File: config.mk
export PLATFORM = sky130hd
export DESIGN_NAME = multi_slot_soft_timer_bank
export DESIGN_NICKNAME = d
export VERILOG_FILES = /design/src/hdl/mstb_pkg.sv /design/src/hdl/mstb_ctrl.sv /design/src/hdl/mstb_datapath.sv /design/src/hdl/multi_slot_soft_timer_bank.sv
export SDC_FILE = /design/constraint.sdc
export NUM_CORES = 1
export LEC_CHECK = 0
export BUFFER_PORTS_ARGS = -buffer_cell sky130_fd_sc_hd__buf_4
export CAP_MARGIN = 10
export CELL_PAD_IN_SITES_DETAIL_PLACEMENT = 0
export CELL_PAD_IN_SITES_GLOBAL_PLACEMENT = 1
export CORE_ASPECT_RATIO = 1.1
export CORE_MARGIN = 2
export CORE_UTILIZATION = 49
export CTS_CLUSTER_DIAMETER = 150
export DETAILED_ROUTE_END_ITERATION = 16
export HOLD_SLACK_MARGIN = 0.06
export PLACE_DENSITY = 0.8
export SLEW_MARGIN = 20
export SYNTH_ARGS = -nofsm -noshare
export SYNTH_HDL_FRONTEND = slang
export SYNTH_HIERARCHICAL = 1
export SYNTH_SLANG_ARGS = --single-unit
File: constraint.sdc
create_clock -name clk -period 7.5 [get_ports clk]
set_clock_uncertainty 0.1 [all_clocks]
set_input_delay 1.5 -clock clk [delete_from_list [all_inputs] [get_ports clk]]
set_output_delay 1.5 -clock clk [all_outputs]
set_load 0.02 [all_outputs]
File: src/hdl/mstb_pkg.sv
// Package for the timer bank: opcodes, result kinds, controller state and
// the command and status bundles between controller and datapath. No dependencies.
`default_nettype none

package mstb_pkg;

  localparam int VALUE_W = 16;
  localparam int TIME_W  = 17;

  localparam logic [1:0] OP_TICK      = 2'd0;
  localparam logic [1:0] OP_START_ONE = 2'd1;
  localparam logic [1:0] OP_START_PER = 2'd2;
  localparam logic [1:0] OP_STOP      = 2'd3;

  localparam logic [1:0] EV_START  = 2'd0;
  localparam logic [1:0] EV_STOP   = 2'd1;
  localparam logic [1:0] EV_EXPIRE = 2'd2;

  typedef enum logic [1:0] {
    S_IDLE,
    S_EXEC,
    S_SCAN,
    S_FLUSH
  } state_t;

  typedef struct packed {
    logic capture;
    logic exec_op;
    logic scan_init;
    logic scan_step;
    logic flush_emit;
  } ctrl_cmd_t;

  typedef struct packed {
    logic op_tick;
    logic out_free;
    logic slot_fire;
    logic scan_last;
    logic pend_valid;
  } ctrl_sts_t;

endpackage

`default_nettype wire

File: src/hdl/mstb_ctrl.sv
// Controller for the timer bank: sequences capture, start/stop execution,
// the tick scan and the final flush. Depends on mstb_pkg.
`default_nettype none

module mstb_ctrl import mstb_pkg::*; (
  input  wire logic      clk,
  input  wire logic      rst,
  input  wire logic      in_valid,
  output logic           in_stall,
  input  wire ctrl_sts_t sts,
  output ctrl_cmd_t      cmd
);

  state_t state, state_next;
  logic   hold;

  always_ff @(posedge clk) begin
    if (rst) begin
      state <= S_IDLE;
    end else begin
      state <= state_next;
    end
  end

  // a second expiry cannot be taken while the first still waits for the output
  assign hold = sts.slot_fire && sts.pend_valid && !sts.out_free;

  always_comb begin
    state_next = state;
    cmd        = '0;
    in_stall   = 1'b1;
    case (state)
      S_IDLE: begin
        in_stall = 1'b0;
        if (in_valid) begin
          cmd.capture = 1'b1;
          state_next  = S_EXEC;
        end
      end
      S_EXEC: begin
        if (sts.op_tick) begin
          cmd.scan_init = 1'b1;
          state_next    = S_SCAN;
        end else if (sts.out_free) begin
          cmd.exec_op = 1'b1;
          state_next  = S_IDLE;
        end
      end
      S_SCAN: begin
        if (!hold) begin
          cmd.scan_step = 1'b1;
          if (sts.scan_last) begin
            state_next = S_FLUSH;
          end
        end
      end
      S_FLUSH: begin
        if (!sts.pend_valid) begin
          state_next = S_IDLE;
        end else if (sts.out_free) begin
          cmd.flush_emit = 1'b1;
          state_next     = S_IDLE;
        end
      end
      default: begin
        state_next = S_IDLE;
      end
    endcase
  end

endmodule

`default_nettype wire

File: src/hdl/mstb_datapath.sv
// Datapath for the timer bank: slot masks, per-slot time stores, tick period,
// scan index, pending expiry and the output register. Depends on mstb_pkg.
`default_nettype none

module mstb_datapath import mstb_pkg::*; #(
  parameter int TIMER_COUNT = 16
) (
  input  wire logic               clk,
  input  wire logic               rst,
  input  wire ctrl_cmd_t          cmd,
  output ctrl_sts_t               sts,
  input  wire logic [1:0]         opcode,
  input  wire logic [VALUE_W-1:0] value,
  input  wire logic [7:0]         slot_id,
  input  wire logic               cfg_valid,
  input  wire logic               cfg_ready,
  input  wire logic [VALUE_W-1:0] cfg_data,
  output logic                    out_valid,
  input  wire logic               out_stall,
  output logic [1:0]              event_kind,
  output logic [3:0]              slot,
  output logic                    ok,
  output logic                    last
);

  localparam int IW = (TIMER_COUNT > 1) ? $clog2(TIMER_COUNT) : 1;

  logic [1:0]               op_r;
  logic [VALUE_W-1:0]       val_r;
  logic [7:0]               sid_r;
  logic [VALUE_W-1:0]       tick_period;
  logic [TIMER_COUNT-1:0]   active;
  logic [TIMER_COUNT-1:0]   periodic;
  logic signed [TIME_W-1:0] remaining [TIMER_COUNT];
  logic [VALUE_W-1:0]       reload [TIMER_COUNT];
  logic [IW-1:0]            idx;
  logic [IW-1:0]            pend_slot;
  logic                     pend_valid;

  logic                     out_free;
  logic [IW-1:0]            free_idx;
  logic                     free_found;
  logic                     start_ok;
  logic                     stop_ok;
  logic signed [TIME_W-1:0] diff;
  logic                     expires;
  logic                     fire;
  logic [7:0]               pend8;
  logic [7:0]               free8;

  assign out_free = !out_valid || !out_stall;

  always_comb begin
    free_idx   = '0;
    free_found = 1'b0;
    for (int i = TIMER_COUNT - 1; i >= 0; i--) begin
      if (!active[i]) begin
        free_idx   = IW'(i);
        free_found = 1'b1;
      end
    end
  end

  assign start_ok = (val_r != '0) && free_found;
  assign stop_ok  = {1'b0, sid_r} < 9'(TIMER_COUNT);
  assign diff     = remaining[idx] - $signed({1'b0, tick_period});
  assign expires  = diff[TIME_W-1] || (diff == '0);
  assign fire     = active[idx] && expires;
  assign pend8    = 8'(pend_slot);
  assign free8    = 8'(free_idx);

  assign sts.op_tick    = (op_r == OP_TICK);
  assign sts.out_free   = out_free;
  assign sts.slot_fire  = fire;
  assign sts.scan_last  = (idx == IW'(TIMER_COUNT - 1));
  assign sts.pend_valid = pend_valid;

  always_ff @(posedge clk) begin
    if (cmd.capture) begin
      op_r  <= opcode;
      val_r <= value;
      sid_r <= slot_id;
    end
  end

  always_ff @(posedge clk) begin
    if (rst) begin
      tick_period <= VALUE_W'(1);
    end else if (cfg_valid && cfg_ready) begin
      tick_period <= cfg_data;
    end
  end

  always_ff @(posedge clk) begin
    if (rst) begin
      active     <= '0;
      periodic   <= '0;
      pend_valid <= 1'b0;
      out_valid  <= 1'b0;
      idx        <= '0;
    end else begin
      if (!out_stall) begin
        out_valid <= 1'b0;
      end
      if (cmd.exec_op) begin
        out_valid <= 1'b1;
        last      <= 1'b1;
        if (op_r == OP_STOP) begin
          event_kind <= EV_STOP;
          ok         <= stop_ok;
          slot       <= stop_ok ? sid_r[3:0] : 4'd0;
          if (stop_ok) begin
            active[sid_r[IW-1:0]] <= 1'b0;
          end
        end else begin
          event_kind <= EV_START;
          ok         <= start_ok;
          slot       <= start_ok ? free8[3:0] : 4'd0;
          if (start_ok) begin
            active[free_idx] <= 1'b1;
            if (op_r == OP_START_PER) begin
              periodic[free_idx]  <= 1'b1;
              reload[free_idx]    <= val_r;
              remaining[free_idx] <= '0;
            end else begin
              periodic[free_idx]  <= 1'b0;
              reload[free_idx]    <= '0;
              remaining[free_idx] <= $signed({1'b0, val_r});
            end
          end
        end
      end
      if (cmd.scan_init) begin
        idx        <= '0;
        pend_valid <= 1'b0;
      end
      if (cmd.scan_step) begin
        idx <= idx + IW'(1);
        if (active[idx]) begin
          if (!expires) begin
            remaining[idx] <= diff;
          end else begin
            if (periodic[idx]) begin
              remaining[idx] <= $signed({1'b0, reload[idx]});
            end else begin
              active[idx] <= 1'b0;
            end
            if (pend_valid) begin
              out_valid  <= 1'b1;
              event_kind <= EV_EXPIRE;
              slot       <= pend8[3:0];
              ok         <= 1'b0;
              last       <= 1'b0;
            end
            pend_slot  <= idx;
            pend_valid <= 1'b1;
          end
        end
      end
      if (cmd.flush_emit) begin
        out_valid  <= 1'b1;
        event_kind <= EV_EXPIRE;
        slot       <= pend8[3:0];
        ok         <= 1'b0;
        last       <= 1'b1;
        pend_valid <= 1'b0;
      end
    end
  end

endmodule

`default_nettype wire

File: src/hdl/multi_slot_soft_timer_bank.sv
// Top level of the timer bank: joins controller and datapath.
// Depends on mstb_pkg, mstb_ctrl and mstb_datapath.
//
// A start or stop item is captured in the idle state; its reply is loaded
// into the output register from the execute state once the output is free,
// and the bank returns to idle for the next item. A tick walks the slots one
// per cycle through a single subtract-and-compare unit, pausing while a
// second expiry waits on a stalled output; the flush state then loads the
// last pending expiry, if any, and the bank is idle again. The expiry list
// is held back by one entry so that the final result can carry last. One
// item is in work at a time; the input is stalled until it finishes, but a
// new item is taken while the last result still sits in the output register.
// tick_period may be written at any time the bank is idle; cfg_ready is
// always high.
`default_nettype none

module multi_slot_soft_timer_bank import mstb_pkg::*; #(
  parameter int TIMER_COUNT = 16
) (
  input  wire logic               clk,
  input  wire logic               rst,
  input  wire logic               in_valid,
  output logic                    in_stall,
  input  wire logic [1:0]         opcode,
  input  wire logic [VALUE_W-1:0] value,
  input  wire logic [7:0]         slot_id,
  output logic                    out_valid,
  input  wire logic               out_stall,
  output logic [1:0]              event_kind,
  output logic [3:0]              slot,
  output logic                    ok,
  output logic                    last,
  input  wire logic               cfg_valid,
  output logic                    cfg_ready,
  input  wire logic [VALUE_W-1:0] cfg_data
);

  ctrl_cmd_t cmd;
  ctrl_sts_t sts;

  assign cfg_ready = 1'b1;

  mstb_ctrl u_ctrl (
    .clk      (clk),
    .rst      (rst),
    .in_valid (in_valid),
    .in_stall (in_stall),
    .sts      (sts),
    .cmd      (cmd)
  );

  mstb_datapath #(
    .TIMER_COUNT (TIMER_COUNT)
  ) u_dp (
    .clk        (clk),
    .rst        (rst),
    .cmd        (cmd),
    .sts        (sts),
    .opcode     (opcode),
    .value      (value),
    .slot_id    (slot_id),
    .cfg_valid  (cfg_valid),
    .cfg_ready  (cfg_ready),
    .cfg_data   (cfg_data),
    .out_valid  (out_valid),
    .out_stall  (out_stall),
    .event_kind (event_kind),
    .slot       (slot),
    .ok         (ok),
    .last       (last)
  );

endmodule

`default_nettype wire

==> impl_summary.txt, run 1 <==
----------------------------------------------------
[Route]
  Total length of routed wires ... 81.5 mm
  DRC marker count from the first detailed-route iteration ... 1761
  Routed via count ... 17300
  Antenna Violating Nets Remaining ... 0
  DRC errors left ... 0
  Mean number of vias per cell ... 6.39
  Routed WL per cell ... 30.0 µm
  1st-pass router iterations ... 5

[STA]
  Final period utilization ... 92.8%
  Final count of hold timing violations ... 0
  Tmin final ... 6.96 ns
  Slew at the pin closest to its max-slew limit ... 1.14 ns
  Setup repair after global routing missed its margin ... false
  Peak Freq ... 144 MHz
  Post-route setup TNS ... 0 ns
  Slew margin rel. ... 23.7%
  WHS ... 0.358 ns
  Final setup viols ... 0
  Max-slew violation count ... 0

[Layout]
  Layout Cell Area excl Fill ... 0.0327 mm²
  Filler Cells Inserted ... 4686
  Proportion of layout cells with a drive suffix above 1 ... 24.6%
  Area added between synthesis and finish ... 11.7%
  Final nets ... 1961

[Global route]
  Antenna violations before repair ... 1
  GR Util All Layers ... 26.5%
  Pin count of the biggest net entering global routing ... 64
  Vias in the first global route ... 17400
  Global-route congestion overflow total ... 0
  First-pass GRT wire length ... 118 mm

[Synthesis]
  Ys async rst share ... 0%
  Synthesized cell area ... 0.0293 mm²
  Number of flops mapped to enable cells by yosys ... 566
  Gate Count Post-Synth ... 1828
  Share of the yosys chip area belonging to registers ... 62.1%
  Main synth FF type ... sky130_fd_sc_hd__edfxtp_1
  Yosys synthesis warning count ... 6
  Average size of a mapped cell ... 16.0 µm²
  Unique cell type count in the Yosys netlist ... 84
  Post-synthesis register bit count ... 626

[Worst setup path]
  Worst setup path end ... u_dp/remaining[15][11]
  Crit path DAT ... 7.20 ns
  Critical Path Source Type ... register
  Capture instance of the worst register-to-register path ... u_dp/remaining[15][11]
  Setup slack, reg-to-reg ... 0.54 ns
  Number of cell instances on the worst register-to-register path ... 19
  Required time at the endpoint of the critical path ... 7.73 ns
  Endpoint kind of the worst setup timing path ... register
  Worst-path fanout max ... 20
  Critical setup path kind ... register to register

[Hold path]
  Hold/Removal Path Class ... register to register
  Min-Delay Startpoint ... u_dp/tick_period[13]

[Place]
  Number of I/O port buffers ... 56
  DP HPWL ... 50.8 mm
  RD Place Congestion ... 0.913
  Post-DP Area ... 0.0308 mm²

[Die]
  Die Span Y ... 260 µm
  Initial Utilization ... 49.2%
  Die Footprint ... 0.0618 mm²
  Die extent in x ... 237 µm
  I/O pin count ... 58
  Area of the core ... 0.0595 mm²
  Cell row count ... 94

[Power]
  Ratio of total power to cell area ... 226 mW/mm²
  Clock power frac ... 40.8%
  Fraction of power spent switching nets ... 22.8%
  Part of the total power dissipated in sequential elements ... 52.2%
  Switching component of the power ... 1.69 mW
  Worst vdd ir ... 216 µV
  Leakage dissipation ... 10.2 nW
  Internal power consumption ... 5.72 mW
  Final Total Pwr ... 7.41 mW
  Comb power frac ... 7.0%

[Clock tree]
  Maximum count of clock buffers along a single path ... 3
  Clock tree from TritonCTS ... yes
  Number of gates resized after cts ... 0
  Reg clk slew, reported paths ... 0.06 ns
  Cts bufs inserted ... 60
  Hold buffers post-CTS ... 0
  Root Buffer Master ... sky130_fd_sc_hd__clkbuf_16
  Max H-tree Level ... 2
  Setup Buffers After CTS ... 0
  Clock latency on the worst-skew pair ... 0.65 ns
  Total number of clock tree sinks ... 626

[Job]
  Number of maximum-capacitance violations ... 0

[Run status]
  Outcome ... completed

----------------------------------------------------
## cell usage after synthesis (4+ instances only)
cell type / count / area share (%)
sky130_fd_sc_hd__nand2_1: 109 / 1.4
sky130_fd_sc_hd__edfxtp_1: 566 / 58
sky130_fd_sc_hd__clkbuf_1: 58 / 0.74
sky130_fd_sc_hd__xnor2_1: 5 / 0.15
sky130_fd_sc_hd__xor2_1: 4 / 0.12
sky130_fd_sc_hd__nand3b_1: 4 / 0.10
sky130_fd_sc_hd__dfxtp_1: 60 / 4.1
sky130_fd_sc_hd__nor2_8: 7 / 0.48
sky130_fd_sc_hd__a21oi_2: 5 / 0.15
sky130_fd_sc_hd__nor2b_1: 26 / 0.56
sky130_fd_sc_hd__nor2_1: 73 / 0.94
sky130_fd_sc_hd__mux2i_1: 262 / 9.0
sky130_fd_sc_hd__inv_1: 33 / 0.42
sky130_fd_sc_hd__a22oi_2: 6 / 0.26
sky130_fd_sc_hd__a21boi_0: 4 / 0.10
sky130_fd_sc_hd__buf_2: 37 / 0.63
sky130_fd_sc_hd__a22oi_1: 6 / 0.15
sky130_fd_sc_hd__a311oi_1: 17 / 0.51
sky130_fd_sc_hd__nor2_2: 8 / 0.17
sky130_fd_sc_hd__buf_1: 16 / 0.20
sky130_fd_sc_hd__nor3_1: 26 / 0.44
sky130_fd_sc_hd__buf_4: 15 / 0.38
sky130_fd_sc_hd__nand3_1: 17 / 0.29
sky130_fd_sc_hd__mux2_2: 6 / 0.23
sky130_fd_sc_hd__nand4_1: 8 / 0.17
sky130_fd_sc_hd__o211ai_1: 5 / 0.13
sky130_fd_sc_hd__ha_1: 20 / 0.85
sky130_fd_sc_hd__mux4_2: 174 / 13
sky130_fd_sc_hd__a211oi_1: 12 / 0.31
sky130_fd_sc_hd__o21ai_0: 29 / 0.50
sky130_fd_sc_hd__o31a_1: 4 / 0.12
sky130_fd_sc_hd__nand2b_1: 12 / 0.26
sky130_fd_sc_hd__and2_1: 8 / 0.17
sky130_fd_sc_hd__buf_6: 11 / 0.42
sky130_fd_sc_hd__a21oi_1: 64 / 1.1
sky130_fd_sc_hd__or3_1: 4 / 0.085
sky130_fd_sc_hd__o21a_1: 9 / 0.23
sky130_fd_sc_hd__nor4_1: 6 / 0.13
sky130_fd_sc_hd__or2_2: 7 / 0.15
sky130_fd_sc_hd__o22ai_1: 12 / 0.26
sky130_fd_sc_hd__a31oi_1: 13 / 0.28
## worst max-delay path, stage by stage (launching register included)
cell                        delay (ns)
sky130_fd_sc_hd__dfxtp_4          0.39
sky130_fd_sc_hd__buf_12           0.22
sky130_fd_sc_hd__mux4_2           0.54
sky130_fd_sc_hd__mux4_2           0.50
sky130_fd_sc_hd__ha_1             0.41
sky130_fd_sc_hd__a21oi_1          0.38
sky130_fd_sc_hd__nand2b_1         0.18
sky130_fd_sc_hd__o211a_1          0.27
sky130_fd_sc_hd__or3_1            0.35
sky130_fd_sc_hd__a2111oi_0        0.57
sky130_fd_sc_hd__nand4_1          0.27
sky130_fd_sc_hd__a21boi_0         0.24
sky130_fd_sc_hd__and3b_1          0.21
sky130_fd_sc_hd__nor3_1           0.08
sky130_fd_sc_hd__nand2_1          0.14
sky130_fd_sc_hd__nor3_1           0.11
sky130_fd_sc_hd__o21ai_2          0.36
sky130_fd_sc_hd__o21ai_4          0.37
sky130_fd_sc_hd__a22oi_2          0.75
sky130_fd_sc_hd__mux2i_1          0.19
## cell usage in the layout, fill, tap and decap left out, drive strengths merged, types with 19 or more instances in the layout
master | Yosys | routed
buf | 80 | 124
nand2 | 109 | 109
clkinv | 0 | 29
ha | 20 | 20
edfxtp | 566 | 566
clkbuf | 58 | 70
nor2 | 88 | 88
inv | 34 | 36
a21oi | 69 | 69
mux2i | 263 | 263
nor3 | 26 | 26
nor2b | 27 | 27
dfxtp | 60 | 60
o21ai | 33 | 33
mux4 | 174 | 174
conb | 2 | 19
## area by class of cell
cell class	instances	area (µm²)	share of cell area, %
repair buffers	124	993	3.04
well taps	768	961	2.94
flip-flops and latches	626	18200	55.6
clock inverters	41	400	1.22
inverters	34	128	0.390
diodes	2	5.00	0.0153
clock buffers	70	1540	4.70
multi-input cells	1047	10500	32.1
## flip-flops by register name, indices dropped and copies added, names as in the netlist, named ones only
name / count
u_dp/active: 16
u_dp/reload: 256
u_dp/ok: 1
u_dp/sid_r: 8
u_dp/op_r: 2
u_dp/tick_period: 16
u_dp/pend_valid: 1
u_dp/last: 1
u_dp/slot: 4
u_dp/idx: 4
u_dp/remaining: 272
u_ctrl/state: 2
u_dp/val_r: 16
u_dp/event_kind: 2
u_dp/pend_slot: 4
u_dp/out_valid: 1
## stage by stage
stage / instances / setup WS, ns / util (%)
after floorplan: 1845 / 0.0552 / -
after global placement: 2598 / 0.702 / 51.6
after detailed placement: 2599 / 0.641 / 51.7
after CTS: 2710 / 0.602 / 55.0
after global routing: 2710 / 0.0554 / 55.0
final: 2712 / 0.537 / 55.0
## worst min path at each step
stage | end | slack, ns | cells after the start
after CTS | u_dp/tick_period[13] | 0.36 | 2
after global placement | u_dp/tick_period[9] | 0.34 | 2
after floorplan | u_dp/pend_slot[2] | 0.31 | 0
after detailed placement | u_dp/tick_period[13] | 0.35 | 2
final | u_dp/tick_period[13] | 0.36 | 2
after global routing | u_dp/tick_period[9] | 0.37 | 2
## routing by layer
layer  wire (µm)  track usage (%)
met2       39100             43.6
met4        3070             9.47
met1       32100             35.0
met3        7150             5.93
met5           0                0
## cell families after synthesis
kind of cell    synth area share [%]
flops                           62.1
mux                             22.6
simple gates                    5.85
compound gates                  5.34
buf+inv                         2.89
fa+ha+maj                      0.922
xor+xnor                       0.269
other cells                   0.0256
## power groups by stage
stage	Clock, mW	Sequential (mW)	Combinational (mW)
final	3.02	3.87	0.521
after global routing	3.18	3.87	0.560
after CTS	3.07	3.87	0.516
after detailed placement	0	3.94	0.514
after global placement	0	3.94	0.504
after floorplan	0	3.92	0.346
No activity file was read; power rests on OpenSTA's default activity.
==> run 2: changes to the inputs <==
--- a/config.mk
+++ b/config.mk
@@ -11,11 +11,11 @@
 export CELL_PAD_IN_SITES_GLOBAL_PLACEMENT = 1
 export CORE_ASPECT_RATIO = 1.1
 export CORE_MARGIN = 2
-export CORE_UTILIZATION = 49
+export CORE_UTILIZATION = 50
 export CTS_CLUSTER_DIAMETER = 150
 export DETAILED_ROUTE_END_ITERATION = 16
 export HOLD_SLACK_MARGIN = 0.06
-export PLACE_DENSITY = 0.8
+export PLACE_DENSITY = 0.79
 export SLEW_MARGIN = 20
 export SYNTH_ARGS = -nofsm -noshare
 export SYNTH_HDL_FRONTEND = slang
==> constraint.sdc (replaced) <==
create_clock -name clk -period 7.15 [get_ports clk]
set_clock_uncertainty 0.1 [all_clocks]
set_input_delay 1.43 -clock clk [delete_from_list [all_inputs] [get_ports clk]]
set_output_delay 1.43 -clock clk [all_outputs]
set_load 0.02 [all_outputs]
==> impl_summary.txt, run 2 (same netlist as run 1, synthesis figures left out) <==
----------------------------------------------------
[Worst setup path]
  Worst-path fanout max ... 36
  Critical Path Source Type ... register
  Crit path DAT ... 7.06 ns
  Setup slack, reg-to-reg ... 0.30 ns
  Endpoint kind of the worst setup timing path ... register
  Required time at the endpoint of the critical path ... 7.36 ns
  Cell with the biggest individual delay on the critical path ... sky130_fd_sc_hd__a2111oi_0
  Slowest stage delay, CP ... 0.65 ns
  Series of cell instances along the critical path ... buf_12 > mux4_2 > mux4_2 > inv_1 > ha_1 > fa_1 > nand2b_1 > a21oi_2 > o211a_1 > or3_1 > a2111oi_0 > nand4_1 > a21boi_0 > and3b_1 > nor3_1 > nand2_1 > nor2_1 > o211ai_4 > buf_4 > nor2_2 > buf_12 > mux2i_1
  Critical setup path kind ... register to register
  Number of cell instances on the worst register-to-register path ... 22
  Capture instance of the worst register-to-register path ... u_dp/remaining[12][13]

[Die]
  Cell row count ... 93
  Die extent in x ... 235 µm
  Initial Utilization ... 50.3%
  Die Footprint ... 0.0606 mm²
  Die Span Y ... 258 µm
  I/O pin count ... 58
  Area of the core ... 0.0583 mm²

[Power]
  Part of the total power dissipated in sequential elements ... 50.0%
  Comb power frac ... 7.0%
  Ratio of total power to cell area ... 245 mW/mm²
  Internal power consumption ... 6.28 mW
  Clock power frac ... 43.0%
  Switching component of the power ... 1.82 mW
  Worst vdd ir ... 271 µV
  Leakage dissipation ... 10.4 nW
  Final Total Pwr ... 8.10 mW
  Fraction of power spent switching nets ... 22.4%

[STA]
  Final setup viols ... 0
  Setup repair after global routing missed its margin ... false
  Slew margin rel. ... 27.6%
  Tmin final ... 6.85 ns
  Final period utilization ... 95.8%
  Slew at the pin closest to its max-slew limit ... 1.08 ns
  Post-route setup TNS ... 0 ns
  Final count of hold timing violations ... 0
  Peak Freq ... 146 MHz
  WHS ... 0.359 ns
  Max-slew violation count ... 0

[Clock tree]
  Setup Buffers After CTS ... 0
  Number of gates resized after cts ... 0
  Reg clk slew, reported paths ... 0.06 ns
  Clock tree from TritonCTS ... yes
  Total number of clock tree sinks ... 626
  Max H-tree Level ... 3
  Clock latency on the worst-skew pair ... 0.61 ns
  Cts bufs inserted ... 67
  Maximum count of clock buffers along a single path ... 3
  Root Buffer Master ... sky130_fd_sc_hd__clkbuf_16
  Hold buffers post-CTS ... 0

[Route]
  DRC marker count from the first detailed-route iteration ... 1808
  Antenna Violating Nets Remaining ... 0
  1st-pass router iterations ... 6
  DRC errors left ... 0
  Total length of routed wires ... 82.9 mm
  Routed via count ... 17600
  Routed WL per cell ... 30.4 µm
  Mean number of vias per cell ... 6.45

[Layout]
  Filler Cells Inserted ... 4454
  Proportion of layout cells with a drive suffix above 1 ... 25.8%
  Flip-flop count of the largest register after layout ... 272
  Top library cells by usage in the layout, fill and taps aside ... sky130_fd_sc_hd__edfxtp_1 (566), sky130_fd_sc_hd__mux2i_1 (262), sky130_fd_sc_hd__mux4_2 (174)
  Number of antenna repair diodes ... 0
  Final nets ... 1984
  Largest registers ... u_dp/remaining: 272 flops, u_dp/reload: 256 flops
  Register with the highest flop count ... u_dp/remaining
  Most common cell after layout, fill and taps aside ... sky130_fd_sc_hd__edfxtp_1
  Area added between synthesis and finish ... 12.9%

[Global route]
  First-pass GRT wire length ... 121 mm
  Global-route congestion overflow total ... 0
  Antenna violations before repair ... 1
  Pin count of the biggest net entering global routing ... 65
  GR Util All Layers ... 27.5%
  Vias in the first global route ... 17900

[Job]
  Number of maximum-capacitance violations ... 0

[Hold path]
  Endpoint with the worst hold slack ... u_dp/tick_period[15]
  Hold/Removal Path Class ... register to register
  Worst hold path stage count ... 2
  Min-Delay Startpoint ... u_dp/tick_period[15]

[Place]
  RD Place Congestion ... 0.902
  DP HPWL ... 50.8 mm
  Number of I/O port buffers ... 56

[Run status]
  Outcome ... completed

----------------------------------------------------
[run 2: changes by cell type in the layout (fill, tap and decap cells not counted), moves of 3 or more]
cell / change
sky130_fd_sc_hd__buf_4: +14
sky130_fd_sc_hd__clkbuf_16: +10
sky130_fd_sc_hd__clkinv_1: -10
sky130_fd_sc_hd__clkbuf_1: +5
sky130_fd_sc_hd__inv_6: +4
sky130_fd_sc_hd__clkbuf_8: +3
sky130_fd_sc_hd__clkinvlp_4: -3
[run 2: stage by stage]
| stage | cell area [µm²] | utilization (%) | setup WS [ns] | std cells |
|---|---|---|---|---|
| finish | 33100 | 56.8 | 0.303 | 2728 |
| CTS | 33000 | 56.7 | 0.346 | 2723 |
| global placement | 30800 | 52.9 | 0.427 | 2602 |
| global route | 33100 | 56.8 | 0.0393 | 2728 |
| floorplan | 29400 | - | -0.154 | 1845 |
| detailed placement | 30800 | 52.9 | 0.355 | 2602 |
[run 2: final cells by class]
cell class                      instances  area [µm²]  share of cell area (%)
Tap cell                              760         951                    2.87
Sequential cell                       626       18200                    55.0
Clock inverter                         33         352                    1.06
Timing Repair Buffer                  140        1140                    3.44
Multi-Input combinational cell       1047       10500                    31.6
Clock buffer                           88        1850                    5.59
Inverter                               34         128                   0.386
[run 2: power by group through the flow]
stage	logic [mW]	registers [mW]	clock network, mW
after global placement	0.538	4.13	0
after floorplan	0.363	4.12	0
after global routing	0.605	4.05	3.68
after CTS	0.554	4.05	3.54
final	0.566	4.05	3.48
after detailed placement	0.552	4.13	0
[run 2: per-layer routing]
metal / vias up / wire length, µm / track usage [%]
met5: - / 13 / 0
met4: 2 / 2830 / 9.92
met3: 178 / 6680 / 5.16
met2: 861 / 41200 / 46.0
met1: 9152 / 32200 / 36.3
li1: 7416 / - / -
[run 2: worst max-delay path by stage]
stage,end,start,depth (start not counted)
finish,u_dp/remaining[12][13],register,22
global placement,u_dp/remaining[4][4],register,23
detailed placement,u_dp/remaining[1][8],register,21
CTS,u_dp/remaining[1][8],register,21
floorplan,u_dp/remaining[5][0],register,27
global route,u_dp/remaining[12][2],register,22
[run 2: worst max-delay path, delay by kind of cell (launching register included)]
kind | cells | cell delay (ns)
flops | 1 | 0.49
mux | 3 | 1.15
buf+inv | 4 | 1.04
simple gates | 8 | 1.58
compound gates | 5 | 1.62
fa+ha+maj | 2 | 0.46
